**config.mk**
```make
export PLATFORM = sky130hd
export DESIGN_NAME = sem_back
export DESIGN_NICKNAME = d
export VERILOG_FILES = /design/src/sv/sem_pkg.sv /design/src/sv/sem_back.sv
export SDC_FILE = /design/constraint.sdc
export NUM_CORES = 1
export LEC_CHECK = 0
export ABC_AREA = 1
export BUFFER_PORTS_ARGS = -buffer_cell sky130_fd_sc_hd__buf_2
export CAP_MARGIN = 25
export CORE_MARGIN = 10
export CORE_UTILIZATION = 30
export CTS_BUF_LIST = sky130_fd_sc_hd__clkbuf_8
export DETAILED_ROUTE_END_ITERATION = 8
export GPL_TIMING_DRIVEN = 0
export HOLD_SLACK_MARGIN = 0.12
export PLACE_DENSITY = 0.48
export SLEW_MARGIN = 10
export SYNTH_ARGS = -nofsm -noshare
export SYNTH_HDL_FRONTEND = slang
export SYNTH_SLANG_ARGS = --single-unit
export TNS_END_PERCENT = 20
```
**constraint.sdc**
```tcl
create_clock -name clk -period 6.5 [get_ports clk]
set_clock_uncertainty 0.05 [all_clocks]
set_input_delay 1.3 -clock clk [delete_from_list [all_inputs] [get_ports clk]]
set_output_delay 1.3 -clock clk [all_outputs]
set_load 0.005 [all_outputs]
```
**src/sv/sem_pkg.sv**
```systemverilog
package sem_pkg;

	localparam int GRAD_W = 11;
	localparam int SQ_W = 20;
	localparam int SUM_W = 21;
	localparam int POS_W = 11;
	localparam int PIX_W = 8;
	localparam int CFG_W = 12;
	localparam int QUEUE_DEPTH = 4;
	localparam int QPTR_W = $clog2(QUEUE_DEPTH);
	localparam int HEIGHT_LIMIT = 2048;
	localparam logic [CFG_W-1:0] SIZE_MIN = 12'd3;

	localparam logic REG_WIDTH = 1'b0;
	localparam logic REG_HEIGHT = 1'b1;

	// One interior pixel waiting for its magnitude.
	typedef struct packed {
		logic signed [GRAD_W-1:0] gx;
		logic signed [GRAD_W-1:0] gy;
		logic [POS_W-1:0] col;
		logic [POS_W-1:0] row;
		logic frame_end;
	} sem_item_t;

	typedef struct packed {
		logic full;
		logic empty;
	} sem_qstat_t;

	typedef enum logic [4:0] {
		B_IDLE   = 5'b00001,
		B_SQUARE = 5'b00010,
		B_SUM    = 5'b00100,
		B_ROOT   = 5'b01000,
		B_DONE   = 5'b10000
	} sem_bstate_t;

endpackage

```
**src/sv/sem_back.sv**
```systemverilog
module sem_back import sem_pkg::*; (
	input  logic clk,
	input  logic arst_n,
	input  sem_qstat_t q_stat,
	input  sem_item_t head,
	output logic pop,
	output logic out_valid,
	input  logic out_ready,
	output logic [7:0] magnitude,
	output logic [POS_W-1:0] col,
	output logic [POS_W-1:0] row,
	output logic frame_end
);

	sem_bstate_t state_q;
	sem_item_t item_q;
	logic [SQ_W-1:0] sqx_q;
	logic [SQ_W-1:0] sqy_q;
	logic [SUM_W-1:0] sum_q;
	logic [7:0] root_q;
	logic [7:0] bit_q;
	logic out_valid_q;
	logic [7:0] mag_q;
	logic [POS_W-1:0] col_q;
	logic [POS_W-1:0] row_q;
	logic fend_q;

	logic signed [2*GRAD_W-1:0] px2;
	logic signed [2*GRAD_W-1:0] py2;
	logic [7:0] trial;
	logic [15:0] trial2;
	logic load_out;

	assign pop = (state_q == B_IDLE) && !q_stat.empty;
	assign px2 = item_q.gx * item_q.gx;
	assign py2 = item_q.gy * item_q.gy;
	assign trial = root_q | bit_q;
	assign trial2 = trial * trial;
	assign load_out = (state_q == B_DONE) && (!out_valid_q || out_ready);

	always_ff @(posedge clk or negedge arst_n) begin
		if (!arst_n) begin
			state_q <= B_IDLE;
			out_valid_q <= 1'b0;
		end else begin
			unique case (state_q)
				B_IDLE: begin
					if (!q_stat.empty) begin
						state_q <= B_SQUARE;
					end
				end
				B_SQUARE: state_q <= B_SUM;
				B_SUM: state_q <= B_ROOT;
				B_ROOT: begin
					if (bit_q[0] || (sum_q[SUM_W-1:16] != '0)) begin
						state_q <= B_DONE;
					end
				end
				B_DONE: begin
					if (load_out) begin
						state_q <= B_IDLE;
					end
				end
				default: state_q <= B_IDLE;
			endcase
			if (load_out) begin
				out_valid_q <= 1'b1;
			end else if (out_ready) begin
				out_valid_q <= 1'b0;
			end
		end
	end

	always_ff @(posedge clk) begin
		if (pop) begin
			item_q <= head;
		end
		if (state_q == B_SQUARE) begin
			sqx_q <= SQ_W'(px2);
			sqy_q <= SQ_W'(py2);
		end
		if (state_q == B_SUM) begin
			sum_q <= SUM_W'(sqx_q) + SUM_W'(sqy_q);
			root_q <= '0;
			bit_q <= 8'h80;
		end
		// One result bit per cycle; a sum of 65536 or more saturates.
		if (state_q == B_ROOT) begin
			if (sum_q[SUM_W-1:16] != '0) begin
				root_q <= 8'hFF;
			end else if (trial2 <= sum_q[15:0]) begin
				root_q <= trial;
			end
			bit_q <= bit_q >> 1;
		end
		if (load_out) begin
			mag_q <= root_q;
			col_q <= item_q.col;
			row_q <= item_q.row;
			fend_q <= item_q.frame_end;
		end
	end

	assign out_valid = out_valid_q;
	assign magnitude = mag_q;
	assign col = col_q;
	assign row = row_q;
	assign frame_end = fend_q;

endmodule

```
==> After elaboration in Yosys (flattened, before gate mapping) <==
Cells that the tools add are included.
{ "word_totals": {"input_bits": 50, "word_cells": 53, "register_bits": 159, "out_inout_bits": 33} }
{ "op_classes": {"muxes": 12, "n_mul": 3, "eq_ne": 8, "add_sub_neg": 1, "bitwise": 1, "magnitude_cmp": 1, "reduce_logical": 10} }
{ "ops": {"columns": ["operator", "n"], "rows": [
  ["$mul 11x11->20", 2],
  ["$mux 8", 4],
  ["$pmux 5 s5", 1],
  ["$add 20x20->21", 1],
  ["$le 16x16->1", 1],
  ["$mul 8x8->16", 1],
  ["$mux 5", 3],
  ["$mux 7", 2],
  ["$or 8x8->8", 1],
  ["$ne 2x2->1 const B", 3],
  ["$eq 5x1->1 const B", 1],
  ["$eq 5x2->1 const B", 1],
  ["$eq 5x3->1 const B", 1],
  ["$eq 5x4->1 const B", 1],
  ["$eq 5x5->1 const B", 1],
  ["$reduce_bool 5->1", 1],
  ["$reduce_bool 2->1", 2],
  ["$reduce_and 3->1", 1],
  ["$logic_and 1x1->1", 2],
  ["$logic_not 1->1", 2],
  ["$logic_or 1x1->1", 2],
  ["$mux 1", 2]
]} }

==> Longest topological paths before layout <==
{ "depth": {"word_depth": 6, "mapped_depth": 30, "depth_no_buf": 30} }

==> Worst setup path after synthesis <==
OpenSTA, ideal clock, no wires.
{ "synth_path": {"kind": "reg2reg", "startpoint": "register bit_q[6]", "endpoint": "register root_q[4]", "required_time_ps": 6337, "setup_ps": 113, "path_buffers": 0, "path_stages_with_launch": 28, "slack_ps": 1371, "t_arrival_ps": 4966, "period_less_slack_ps": 5129, "cell_sequence": "edfxtp_1 nor2_1 inv_1 nand2_1 fa_1 inv_1 fa_1 fa_1 inv_1 fa_1 inv_1 ha_1 a21o_1 o21ai_0 o2111ai_1 xor2_1 ha_1 nand2_1 nor2_1 inv_2 nor2_1 nand2_1 nand2_1 nand2_2 nand2_1 nand2_1 nand2_1 nand2_1"} }
{ "synth_between": {"elab_chain_cells": 6} }
{ "synth_rtl": {"columns": ["item", "line", "rtl"], "rows": [
  ["from (decl)", "sem_back.sv:21", "logic [7:0] bit_q;"],
  ["from (signal assigned)", "sem_back.sv:94", "bit_q <= bit_q >> 1;"],
  ["$or 8x8->8", "sem_back.sv:37", "assign trial = root_q | bit_q;"],
  ["$mul 8x8->16", "sem_back.sv:38", "assign trial2 = trial * trial;"],
  ["$le 16x16->1", "sem_back.sv:91", "end else if (trial2 <= sum_q[15:0]) begin"],
  ["$mux 8", "sem_back.sv:91", null],
  ["$mux 8", "sem_back.sv:89", "if (sum_q[SUM_W-1:16] != '0) begin"],
  ["$mux 8", "sem_back.sv:88", "if (state_q == B_ROOT) begin"],
  ["to (signal assigned)", "sem_back.sv:92", "root_q <= trial;"],
  ["to (decl)", "sem_back.sv:20", "logic [7:0] root_q;"]
]} }
No other way between the ends.
A chain may end at the register's enable or synchronous reset.

==> Worst setup path in the final report <==
{ "layout_path": {"startpoint": "register bit_q[3]", "endpoint": "register root_q[2]"} }
The elaborated chain is that of the path after synthesis.

==> flow_metrics.py <==
metrics = {
    "run_status": {
        "status": "completed",
    },
    "floorplan": {
        "die_w_um": 251.8,
        "io_pins": 83,
        "core_area_sq_um": 52870,
        "die_y_um": 251.8,
        "die_area_sq_um": 63400,
        "start_util_pct": 30.49,
        "rows": 84,
    },
    "drt": {
        "drt_pass1_iterations": 6,
        "ant_nets": 0,
        "drcViolationCount": 0,
        "viasPerCell": 4.248,
        "wl_per_cell_um": 13.08,
        "drt_iter0_drc": 398,
        "num_vias": 10829,
        "drt_wl_total_mm": 33.34,
    },
    "sta": {
        "finalHoldViolations": 0,
        "tightest_slew_ns": 0.6815,
        "rsz0062_at_grt": "no",
        "fin_crit_ns": 5.938,
        "fmax_mhz": 168.4,
        "setup_violations": 0,
        "finalSetupTns_ns": 0,
        "fin_crit_sh_pct": 91.35,
        "slew_violations": 0,
        "slew_headroom_pct": 54.40,
        "worst_slack_ns": 0.5622,
    },
    "clock_network": {
        "cts.sinks": 157,
        "holdBufCountCts": 0,
        "worstSkewPairLatency_ns": 0.53,
        "cts_tree": "built",
        "post_cts_buffers": 0,
        "htreeDepth": 4,
        "clk_path_buf_depth": 2,
        "numCtsBuffers": 17,
        "clk_pin_slew_worst_paths_ns": 0.10,
        "ctsResizeCount": 0,
        "cts_root_buf": "clkbuf_8",
    },
    "finish": {
        "num_antenna_cells": 0,
        "mostFrequentLayoutCell": "inv_1",
        "final_cell_mix": "459 x inv_1, 347 x nand2_1, 217 x fa_1, 142 x ha_1, 142 x edfxtp_1",
        "drive_above_1_share_pct": 8.329,
        "seq_area_sq_um": 4596,
        "area_growth_pct": 11.42,
        "multi_input_area_sq_um": 9687,
        "fillers": 5480,
        "fin_cells": 2549,
        "nNetsFinal": 2257,
    },
    "logic_synthesis": {
        "synthMuxAreaShare_pct": 0,
        "yosysTopAreaCellShare_pct": 26.95,
        "syn-cell-area_sq_um": 16120,
        "syn_avg_cell_area_sq_um": 9.253,
        "seq_area_frac_synth_pct": 28.51,
        "ys.flop_type": "edfxtp_1",
        "syn_nets": 2151,
        "synth_xor_xnor_area_share_pct": 3.749,
        "syn_inst": 1742,
        "async_reset_ff_share_pct": 3.822,
        "synth-simple-area-share_pct": 13.93,
        "synth_compound_area_share_pct": 4.254,
        "synth_edf_count": 142,
        "synth_cell_types": 45,
        "synthAdderAreaFrac_pct": 37.98,
        "yosysWarningCount": 0,
        "synth_area_leader_cell": "fa_1",
        "synth_seq_cells": 157,
        "synth_area_leaders": "fa_1 27%, edfxtp_1 26%, ha_1 11%",
        "synth_top_family_by_area": "adder cells",
    },
    "global_routing": {
        "grt_pass1_wl_mm": 57.49,
        "grt_pass1_vias": 11838,
        "antenna_found_initial": 0,
        "grt_overflow": 0,
        "grtUsageTotal_pct": 11.30,
        "grt_start_max_net_pins": 32,
    },
    "placed_design": {
        "dp.cells": 2517,
        "dp_hpwl_mm": 28.29,
        "place_congestion": 0.8403,
        "numPortBuffers": 81,
        "dp_worst_setup_slack_ns": 0.5091,
    },
    "worst_setup_path": {
        "crit_path_start_kind": "flip-flop",
        "crit_path_max_fanout": 8,
        "cp_data_required_time_ns": 6.87,
        "cp-end-kind": "flip-flop",
        "cp_data_arrival_time_ns": 6.31,
        "r2r_slack_ns": 0.56,
        "critPathKind": "reg -> reg",
    },
    "flow_run": {
        "maxCapViolations": 0,
    },
    "hold_path": {
        "hold_path_class": "reg -> reg",
    },
}
## Yosys cell counts, types with 3 or more instances
| library cell | n |
|---|---|
| a21o_1 | 8 |
| a21oi_1 | 64 |
| clkbuf_1 | 25 |
| dfrtp_1 | 5 |
| dfxtp_1 | 9 |
| edfxtp_1 | 142 |
| fa_1 | 217 |
| ha_1 | 142 |
| inv_1 | 458 |
| inv_2 | 10 |
| nand2_1 | 347 |
| nand3_1 | 41 |
| nand3_2 | 3 |
| nand3b_1 | 5 |
| nand4_1 | 7 |
| nor2_1 | 113 |
| nor3_1 | 4 |
| nor4_1 | 3 |
| o21a_1 | 3 |
| o21ai_0 | 19 |
| o21ai_1 | 9 |
| o31ai_1 | 3 |
| or2_2 | 7 |
| xnor2_1 | 24 |
| xor2_1 | 45 |
## per-stage QoR
stage	hold slack (ns)	instance area [sq um]	util [%]
after floorplan	0.3503	16120	-
after global placement	0.3506	17380	32.88
after detailed placement	0.3554	17530	33.16
final	0.3786	17960	33.97
after global routing	0.3864	17960	33.97
after CTS	0.3805	17960	33.97
## layer usage
layer	share of wire, %	vias up	GRT usage [%]
li1	-	5475	-
met4	1.5	0	3.808
met5	0	-	0
met2	51	93	20.02
met1	45	5231	13.70
met3	2.3	30	1.861
## cell type report
type / instances / share of cell area [%]
inverters: 468 / 9.782
plain buffers: 26 / 0.5643
clock buffers: 17 / 1.303
clock inverters: 15 / 1.073
repair buffers: 87 / 2.954
well taps: 688 / 4.793
flip-flops and latches: 157 / 25.59
multi-input cells: 1091 / 53.94
## kinds of logic after synthesis
logic type,Yosys count
other,2
and+or+nand+nor,541
buffers and inverters,494
xor gates and xnor gates,69
DFF,157
adders and majority gates,359
AOI/OAI and AO/OA,120
## final timing paths
kind,startpoint,to,cells after the start
setup / recovery,bit_q[3],root_q[2],27
hold / removal,item_q[3],row[2],0
min in group asynchronous,arst_n,out_valid,1
hold reg to reg,item_q[3],row[2],0
max in group asynchronous,arst_n,state_q[0],1
setup reg to reg,bit_q[3],root_q[2],27
## critical path, cell delays in order, from the launching register on
cell and delay [ns]:
edfxtp_1 0.42, nor2_1 0.47, inv_1 0.22, nand2_1 0.15, fa_1 0.42, inv_1 0.12, fa_1 0.45, fa_1 0.55
inv_1 0.06, fa_1 0.52, inv_1 0.04, ha_1 0.35, a21o_1 0.21, o21ai_0 0.20, o2111ai_1 0.16, xor2_1 0.19
ha_1 0.29, nand2_1 0.06, nor2_1 0.18, inv_2 0.04, nor2_1 0.14, nand2_1 0.07, nand2_1 0.07, nand2_2 0.13
nand2_1 0.09, nand2_1 0.05, nand2_1 0.08, nand2_1 0.04
## registers in the layout, summed over array words and instances (netlist names)
| signal | flops |
|---|---|
| bit_q | 8 |
| col | 11 |
| frame_end | 1 |
| item_q | 45 |
| magnitude | 8 |
| out_valid | 1 |
| root_q | 8 |
| row | 11 |
| sqx_q | 19 |
| sqy_q | 19 |
| state_q | 5 |
| sum_q | 21 |
Power is not shown: default switching activity piles up to over one toggle a cycle in this logic, so the estimate is an artifact.
