--- src/sv/sem_pkg.sv ---
package sem_pkg;

	localparam int GRAD_W = 11;
	localparam int SQ_W = 20;
	localparam int SUM_W = 21;
	localparam int POS_W = 11;
	localparam int PIX_W = 8;
	localparam int CFG_W = 12;
	localparam int QUEUE_DEPTH = 4;
	localparam int QPTR_W = $clog2(QUEUE_DEPTH);
	localparam int HEIGHT_LIMIT = 2048;
	localparam logic [CFG_W-1:0] SIZE_MIN = 12'd3;

	localparam logic REG_WIDTH = 1'b0;
	localparam logic REG_HEIGHT = 1'b1;

	// One interior pixel waiting for its magnitude.
	typedef struct packed {
		logic signed [GRAD_W-1:0] gx;
		logic signed [GRAD_W-1:0] gy;
		logic [POS_W-1:0] col;
		logic [POS_W-1:0] row;
		logic frame_end;
	} sem_item_t;

	typedef struct packed {
		logic full;
		logic empty;
	} sem_qstat_t;

	typedef enum logic [4:0] {
		B_IDLE   = 5'b00001,
		B_SQUARE = 5'b00010,
		B_SUM    = 5'b00100,
		B_ROOT   = 5'b01000,
		B_DONE   = 5'b10000
	} sem_bstate_t;

endpackage

--- src/sv/sem_queue.sv ---
module sem_queue import sem_pkg::*; (
	input  logic clk,
	input  logic arst_n,
	input  logic push,
	input  sem_item_t push_item,
	input  logic pop,
	output sem_item_t head,
	output sem_qstat_t stat
);

	sem_item_t slot_q [QUEUE_DEPTH];
	logic [QPTR_W-1:0] wr_ptr_q;
	logic [QPTR_W-1:0] rd_ptr_q;
	logic [QPTR_W:0] count_q;

	assign stat.full = (count_q == (QPTR_W+1)'(QUEUE_DEPTH));
	assign stat.empty = (count_q == '0);
	assign head = slot_q[rd_ptr_q];

	always_ff @(posedge clk) begin
		if (push) begin
			slot_q[wr_ptr_q] <= push_item;
		end
	end

	always_ff @(posedge clk or negedge arst_n) begin
		if (!arst_n) begin
			wr_ptr_q <= '0;
			rd_ptr_q <= '0;
			count_q <= '0;
		end else begin
			if (push) begin
				wr_ptr_q <= wr_ptr_q + 1'b1;
			end
			if (pop) begin
				rd_ptr_q <= rd_ptr_q + 1'b1;
			end
			if (push && !pop) begin
				count_q <= count_q + 1'b1;
			end else if (pop && !push) begin
				count_q <= count_q - 1'b1;
			end
		end
	end

endmodule

--- config.mk ---
export PLATFORM = sky130hd
export DESIGN_NAME = sem_queue
export DESIGN_NICKNAME = d
export VERILOG_FILES = /design/src/sv/sem_pkg.sv /design/src/sv/sem_queue.sv
export SDC_FILE = /design/constraint.sdc
export NUM_CORES = 1
export LEC_CHECK = 0
export ABC_AREA = 1
export ABC_CLOCK_PERIOD_IN_PS = 3200
export BUFFER_PORTS_ARGS = -buffer_cell sky130_fd_sc_hd__buf_2
export CAP_MARGIN = 20
export CORE_UTILIZATION = 35
export DETAILED_ROUTE_END_ITERATION = 12
export SETUP_SLACK_MARGIN = 0.5
export SYNTH_ARGS = -nofsm -noshare
export SYNTH_HDL_FRONTEND = slang
export SYNTH_SLANG_ARGS = --single-unit
--- constraint.sdc ---
create_clock -name clk -period 3.2 [get_ports clk]
set_clock_uncertainty 0.1 [all_clocks]
set_input_delay 0.32 -clock clk [delete_from_list [all_inputs] [get_ports clk]]
set_output_delay 0.32 -clock clk [all_outputs]
set_load 0.01 [all_outputs]
---- Yosys cells after proc, flatten, opt, wreduce, memory -nomap -nowiden ----
Memory sizes are Yosys's and may differ from the RTL's.
Index checks and enable logic that the tools add are counted.
word-level totals
  register bits after elaboration ......... 7
  RAM bits ................................ 180
  input bits .............................. 49
  output and inout bits ................... 47
  word-level logic and storage cells ...... 19
  memories ................................ 1
operators by class
  add/sub/neg operators ................... 4
  equality and inequality tests ........... 1
  muxes and demuxes ....................... 4
  reduce and logical (&&, ||, !) cells .... 6
memory list
  name    words  bits a word  read ports  clocked after Yosys merged registers in  wr ports  RTL line         text
  slot_q  4      45           1           0                                        1         sem_queue.sv:11  sem_item_t slot_q [QUEUE_DEPTH];
operator list
  operator               count
  $mux W3                2
  $add A2 B1 Y2 const B  2
  $add A3 B1 Y3 const B  1
  $eq A3 B3 Y1 const B   1
  $logic_not A3 Y1       1
  $sub A3 B1 Y3 const B  1
  $logic_and A1 B1 Y1    2
  $logic_not A1 Y1       2
  $mux W1                2
  $reduce_bool A2 Y1     1

---- Longest topological paths before layout ----
Gate-level depths: netlist (run 1).
  depth after elaboration ................. 4
  depth in mapped cells ................... 9
  mapped depth without buffers ............ 9

---- Worst setup path before layout (run 1) ----
No wires, ideal clock.
  kind .................................... register -> register
  start point ............................. reg wr_ptr_q[0]
  end point ............................... mem slot_q[2][0] in the netlist's numbering (enable)
  library setup time ...................... 399 ps
  arrival ................................. 1,548 ps
  data required time ...................... 2,701 ps
  setup slack ............................. 1,152 ps
  stages on the path, launching flop included .. 5
  path buffers ............................ 0
  clock period less this slack ............ 2,048 ps
  cells stage by stage .................... dfrtp_1 inv_1 ha_1 nand2_1 inv_1
RTL lines
  item                    RTL line         text
  from (decl)             sem_queue.sv:12  logic [QPTR_W-1:0] wr_ptr_q;
  from (signal assigned)  sem_queue.sv:33  wr_ptr_q <= wr_ptr_q + 1'b1;
  to (decl)               sem_queue.sv:11
No word-level cell before the write port.

==> results.yml, run 1 <==
worst_setup_path:
  critPathSlowestCell: "dfrtp_4"
  critPathRequiredTime_ns: 2.78
  cp_num_buf_inv: 2
  critPathMaxStageDelay_ns: 0.72
  path_delay_family: "flip-flops"
  endpoint_kind: "output pin"
  crit_fanout: 35
  path_cells: "buf_4 > o211ai_1 > nand2_1 > buf_2"
  crit_path_start_kind: "flip-flop"
  cp.arrival_ns: 1.99
  critical_path_class: "reg2out"
clock_tree:
  cts_resized: 0
  cts_sinks: 187
  clk_latency_ns: 0.42
  tritoncts.num_buffers: 17
  cts_root_buf: "clkbuf_16"
  cts.clk_slew.worst_paths_ns: 0.06
  clock_path_buffers: 2
  cts_tree: "yes"
  htree_levels: 4
sta:
  hold_viol_final: 0
  fin_crit_sh_pct: 75.19
  grt_setup_unrepaired: "no"
  slew_headroom_pct: 51.94
  setup-violations-final: 0
  setup_tns_ns: 0
  fin_ws_ns: 0.7940
  whs_ns: 0.02097
  fin_crit_ns: 2.406
  tightestPinTransition_ns: 0.7209
  slew_viol_final: 0
  fmax_mhz: 415.6
synth:
  syn_nets: 627
  ys.flop_type: "edfxtp_1"
  ys_top_cells_by_area: "edfxtp_1 71%, o211ai_1 8.7%, nand2_1 7.3%"
  ys_types: 19
  ys_seq_elements: 187
  postSynthAreaPerCell_um2: 13.35
  yosys_warnings: 0
  async_flop_share_pct: 3.743
  synth_edf_count: 180
  syn_area_mm2: 0.007634
  yosysTopAreaCellShare_pct: 70.81
  synth_cells: 572
  yosysTopAreaCell: "edfxtp_1"
  ys_seq_area_share_pct: 73.10
routing:
  dr.pass1.iters: 4
  drtIter0Drc: 226
  wirelength_um: 13950
  drcViolationCount: 0
  vias: 4318
  ant_nets: 0
  via_per_inst: 4.456
  post_drt_wl_per_cell_um: 14.39
power_and_ir_drop:
  power.switching_mw: 2.696
  swShare_pct: 33.15
  leakagePower_nw: 3.640
  p_clk_share_pct: 25.9
  p_comb_share_pct: 32.1
  seqPwrFrac_pct: 42.0
  ir_worst_vdd_mv: 0.4102
  p_per_area_mw_per_mm2: 897.0
  p_int_mw: 5.439
final_layout:
  fin_nets: 739
  final_common_cell: "edfxtp_1"
  fillCellCount: 1964
  final_cells: 969
  multiInputGateArea_mm2: 0.001385
  seqCellArea_mm2: 0.005585
  final_cell_mix: "180 x edfxtp_1, 148 x nand2_1, 97 x inv_1, 95 x buf_2, 88 x o211ai_1"
  design_area_mm2: 0.009070
  drive_gt1_share_pct: 19.91
  area_growth_pct: 18.82
global_routing:
  grt_pass1_wl_um: 21520
  grt_max_degree: 68
  grt_usage_pct: 13.00
  first_global_vias: 4136
  antenna_found_initial: 1
  gr-total-overflow: 0
floorplan:
  fp.dieW_um: 149.7
  start_util_pct: 35.97
  ios: 96
  rows: 53
  chipHeight_um: 149.7
  die_area_mm2: 0.02240
  fp.coreArea_mm2: 0.02122
outcome:
  status: "finished, final reports clean"
hold_path:
  hold_path.class: "in2reg"
placement:
  dpl_worst_slack_ns: 1.024
  port_buffers: 95
  placed_area_mm2: 0.008273
  place_inst: 920
  dp_hpwl_um: 7711
  gp_congestion: 0.7199
job:
  cap_violations: 0
cell type report:
type / instances / area share (%)
Antenna cell: 1 / 0.02759
Inverter: 102 / 4.249
Multi-Input combinational cell: 253 / 15.27
Timing Repair Buffer: 123 / 8.636
Tap cell: 275 / 3.794
Clock inverter: 8 / 1.628
Clock buffer: 20 / 4.814
Sequential cell: 187 / 61.58
cell usage after synthesis, types with 2 or more instances:
master    instances
buf_2             4
o211ai_2          2
ha_1              5
nor3_1            2
dfrtp_1           7
edfxtp_1        180
nand2_1         148
xor2_1            3
buf_4             6
o211ai_1         88
inv_1           101
buf_6            19
through the flow:
stage | power [mW] | utilization (%)
after floorplan | 5.340 | -
after global placement | 6.066 | 38.99
after detailed placement | 6.105 | 38.99
after CTS | 8.239 | 42.64
after global routing | 8.693 | 42.73
final | 8.135 | 42.74
metal layers:
metal / share of wire [%] / vias to the layer above / wire [um] / global-route usage, %
met5: 0 / - / 0 / 0
met4: 1.1 / 0 / 150 / 4.242
met3: 4.6 / 12 / 642 / 3.720
met2: 51 / 85 / 7067 / 22.50
met1: 44 / 2030 / 6084 / 15.49
li1: - / 2191 / - / -
power by group through the flow:
stage	Combinational, mW	Clock [mW]	Sequential (mW)
floorplan	1.97	0	3.37
global placement	2.56	0	3.50
detailed placement	2.59	0	3.51
CTS	2.61	2.16	3.46
global route	2.98	2.25	3.46
finish	2.61	2.10	3.42
flip-flops by register name (all words and copies together), names as in the netlist:
| register | flops |
|---|---|
| count_q | 3 |
| rd_ptr_q | 2 |
| slot_q | 180 |
| wr_ptr_q | 2 |
kinds of logic after synthesis:
kind of cell	share of synthesized area (%)
DFF	73.10
and+or+nand+nor	7.556
buffers and inverters	8.753
AOI/OAI and AO/OA	9.048
adders and majority gates	1.082
xor gates and xnor gates	0.4590
path summary, 6_finish.rpt:
check,startpoint,end,slack [ns],cells past startpoint
hold reg to reg,count_q[2],count_q[2],0.40,2
min in group asynchronous,arst_n,wr_ptr_q[1],0.16,2
setup / recovery,rd_ptr_q[0],head[3],0.79,4
max in group asynchronous,arst_n,rd_ptr_q[0],2.66,2
setup reg to reg,wr_ptr_q[0],slot_q[0][10],1.34,5
hold / removal,push_item[16],slot_q[3][16],0.02,1
repair_timing:
action	CTS	global route
setup endpoints to repair	0	15
hold endpoints to repair	76	0
setup buffers	0	1
hold buffers	19	0
(Power assumes the default switching activity.)
==> run 2, diff against run 1 <==
Settings changed: ABC_AREA 1 to 0, ABC_CLOCK_PERIOD_IN_PS 3200 to 2000.
Clock period 3.2 ns to 2 ns, I/O delays scaled along.
==> run 2 against run 1 <==
  * The run now ends with design-rule violations, negative setup slack left
  * Combinational power rose by 100%
  * Cell count shrank 24%
  * Worst hold slack gained 0.0047 ns
  * Clock power up 44%
  * Utilization grew 6.3 points
  * Critical path depth did not move
  * Setup slack got worse by 0.95 ns
  * Largest cell class unchanged
  * Largest power group unchanged
==> results.yml, run 2 <==
outcome:
  violations: "design-rule violations, negative setup slack"
  status: "finished with violations"
final_layout:
  final_cell_mix: "180 x edfxtp_1, 59 x buf_2, 49 x dlygate4sd3_1, 45 x mux4_2, 38 x buf_6"
  drive_gt1_share_pct: 45.86
  final_common_cell: "edfxtp_1"
  regMostFlops: "slot_q"
  fillCellCount: 1621
  area_growth_pct: 37.80
  largest_reg_flops: 180
  fin_nets: 516
  top_regs: "slot_q: 180 flops, count_q: 3 flops"
  num_antenna_cells: 0
routing:
  drtIter0Drc: 153
  dr.pass1.iters: 8
  ant_nets: 0
  wl_met2_um: 6775
  wirelength_um: 13850
  top_layer: "met4"
  dr_wl_met3_um: 518
  drt-met1-wl_um: 6368
  via_per_inst: 4.637
  vias: 3413
  post_drt_wl_per_cell_um: 18.82
  drcViolationCount: 2
global_routing:
  first_global_vias: 3668
  grt_usage_pct: 13.79
  grt_max_degree: 27
  grt_pass1_wl_um: 20190
  gr-total-overflow: 0
  antenna_found_initial: 0
sta:
  fmax_mhz: 464.6
  hold_viol_final: 0
  fin_crit_ns: 2.153
  fin_ws_ns: -0.1525
  fin_crit_sh_pct: 107.6
  setup_tns_ns: -5.120
  grt_setup_unrepaired: "yes"
  setup-violations-final: 45
  slew_viol_final: 0
  slew_headroom_pct: 77.64
  tightestPinTransition_ns: 0.3355
floorplan:
  rows: 51
  chipHeight_um: 142.5
  ios: 96
  fp.coreArea_mm2: 0.01940
  fp.dieW_um: 142.5
  die_area_mm2: 0.02030
  start_util_pct: 35.61
synth:
  syn_area_mm2: 0.006908
  synth_cells: 269
  ys_types: 20
  ys_seq_elements: 187
  async_flop_share_pct: 3.743
  syn_nets: 324
  ys_top_cells_by_area: "edfxtp_1 78%, mux4_2 15%, dfrtp_1 2.5%"
  ys_top_cells_by_count: "180 x edfxtp_1, 45 x mux4_2, 7 x dfrtp_1"
  yosys_warnings: 0
  postSynthAreaPerCell_um2: 25.68
  yosysMostFrequentCell: "edfxtp_1"
  ys_seq_area_share_pct: 80.78
  synth_edf_count: 180
  yosysTopAreaCellShare_pct: 78.25
  yosysTopAreaCell: "edfxtp_1"
  ys.flop_type: "edfxtp_1"
worst_setup_path:
  critical_path_class: "reg2out"
  crit_path_start_kind: "flip-flop"
  cp.arrival_ns: 1.85
  endpoint_kind: "output pin"
  crit_fanout: 6
  critPathRequiredTime_ns: 1.70
placement:
  port_buffers: 95
  dp_hpwl_um: 7407
  gp_congestion: 0.6891
  dpl_worst_slack_ns: 0.2766
clock_tree:
  clock_path_buffers: 2
  cts_root_buf: "clkbuf_16"
  tritoncts.num_buffers: 17
  cts.clk_slew.worst_paths_ns: 0.06
  htree_levels: 4
  cts_sinks: 187
  cts_tree: "yes"
  clk_latency_ns: 0.42
power_and_ir_drop:
  leakagePower_nw: 3.349
  p_int_mw: 9.812
  seqPwrFrac_pct: 39.5
  power.switching_mw: 3.776
  p_comb_share_pct: 38.3
  p_clk_share_pct: 22.2
  p_per_area_mw_per_mm2: 1427
  ir_worst_vdd_mv: 0.7237
  swShare_pct: 27.79
hold_path:
  hold_path.class: "in2reg"
job:
  cap_violations: 0
-- run 2: power by group through the flow --
stage	sequential [mW]	clock, mW	combinational, mW
2_1_floorplan	5.34	0	2.40
3_3_place_gp	5.38	0	3.74
3_5_place_dp	5.43	0	3.76
4_1_cts	5.36	3.11	4.47
5_1_grt	5.43	3.22	5.58
6_report	5.36	3.02	5.21
-- run 2: path summary, 6_finish.rpt --
kind	start	to	slack, ns	depth (start not counted)
min in group asynchronous	arst_n	count_q[2]	0.05	2
max in group asynchronous	arst_n	rd_ptr_q[0]	1.57	2
setup reg to reg	wr_ptr_q[0]	slot_q[0][7]	0.50	5
setup / recovery	rd_ptr_q[0]	head[33]	-0.15	4
hold reg to reg	count_q[2]	count_q[2]	0.42	1
hold / removal	push	wr_ptr_q[1]	0.03	3
-- run 2: stage by stage --
stage,instances,power [mW],cell area (um2),hold WS [ns],util [%]
floorplan,269,7.736,6918,-0.1956,-
global placement,630,9.120,7839,-0.05091,40.41
detailed placement,630,9.195,7839,-0.04636,40.41
CTS,723,12.94,9175,0.001256,47.30
global route,736,14.22,9519,0.03966,49.07
finish,736,13.59,9519,0.02571,49.07
-- run 2: area by class of cell --
cell class / count / area (um2) / share of cell area [%]
Inverter: 4 / 15.01 / 0.1577
Timing Repair Buffer: 183 / 1832 / 19.24
Sequential cell: 187 / 5588 / 58.70
Multi-Input combinational cell: 68 / 1239 / 13.01
Clock inverter: 8 / 73.82 / 0.7755
Tap cell: 265 / 331.6 / 3.483
Clock buffer: 21 / 440.4 / 4.627
-- run 2: logic make-up after synthesis --
family / Yosys count / synth area share [%]
xor+xnor: 6 / 0.7607
flops: 187 / 80.78
mux: 46 / 14.83
simple gates: 9 / 0.7063
compound gates: 1 / 0.07238
fa+ha+maj: 6 / 1.195
buf+inv: 14 / 1.648
-- run 2: repair_timing --
action / 4_1_cts / 5_1_grt
setup buffers: 13 / 6
resized for setup: 27 / 28
pin swaps: 4 / 3
hold buffers: 49 / 0
setup endpoints to repair: 191 / 130
gates cloned: 2 / 7
hold endpoints to repair: 190 / 0
-- run 2: metal layers --
layer	vias up	track usage (%)
li1	1524	-
met1	1805	18.09
met2	73	21.93
met3	11	3.735
met4	0	5.207
met5	-	0
-- run 2: critical path, cell delays in order, from the launching register on --
cell and delay, ns:
dfrtp_4 0.52, buf_4 0.17, buf_16 0.14, mux4_2 0.47, buf_6 0.15
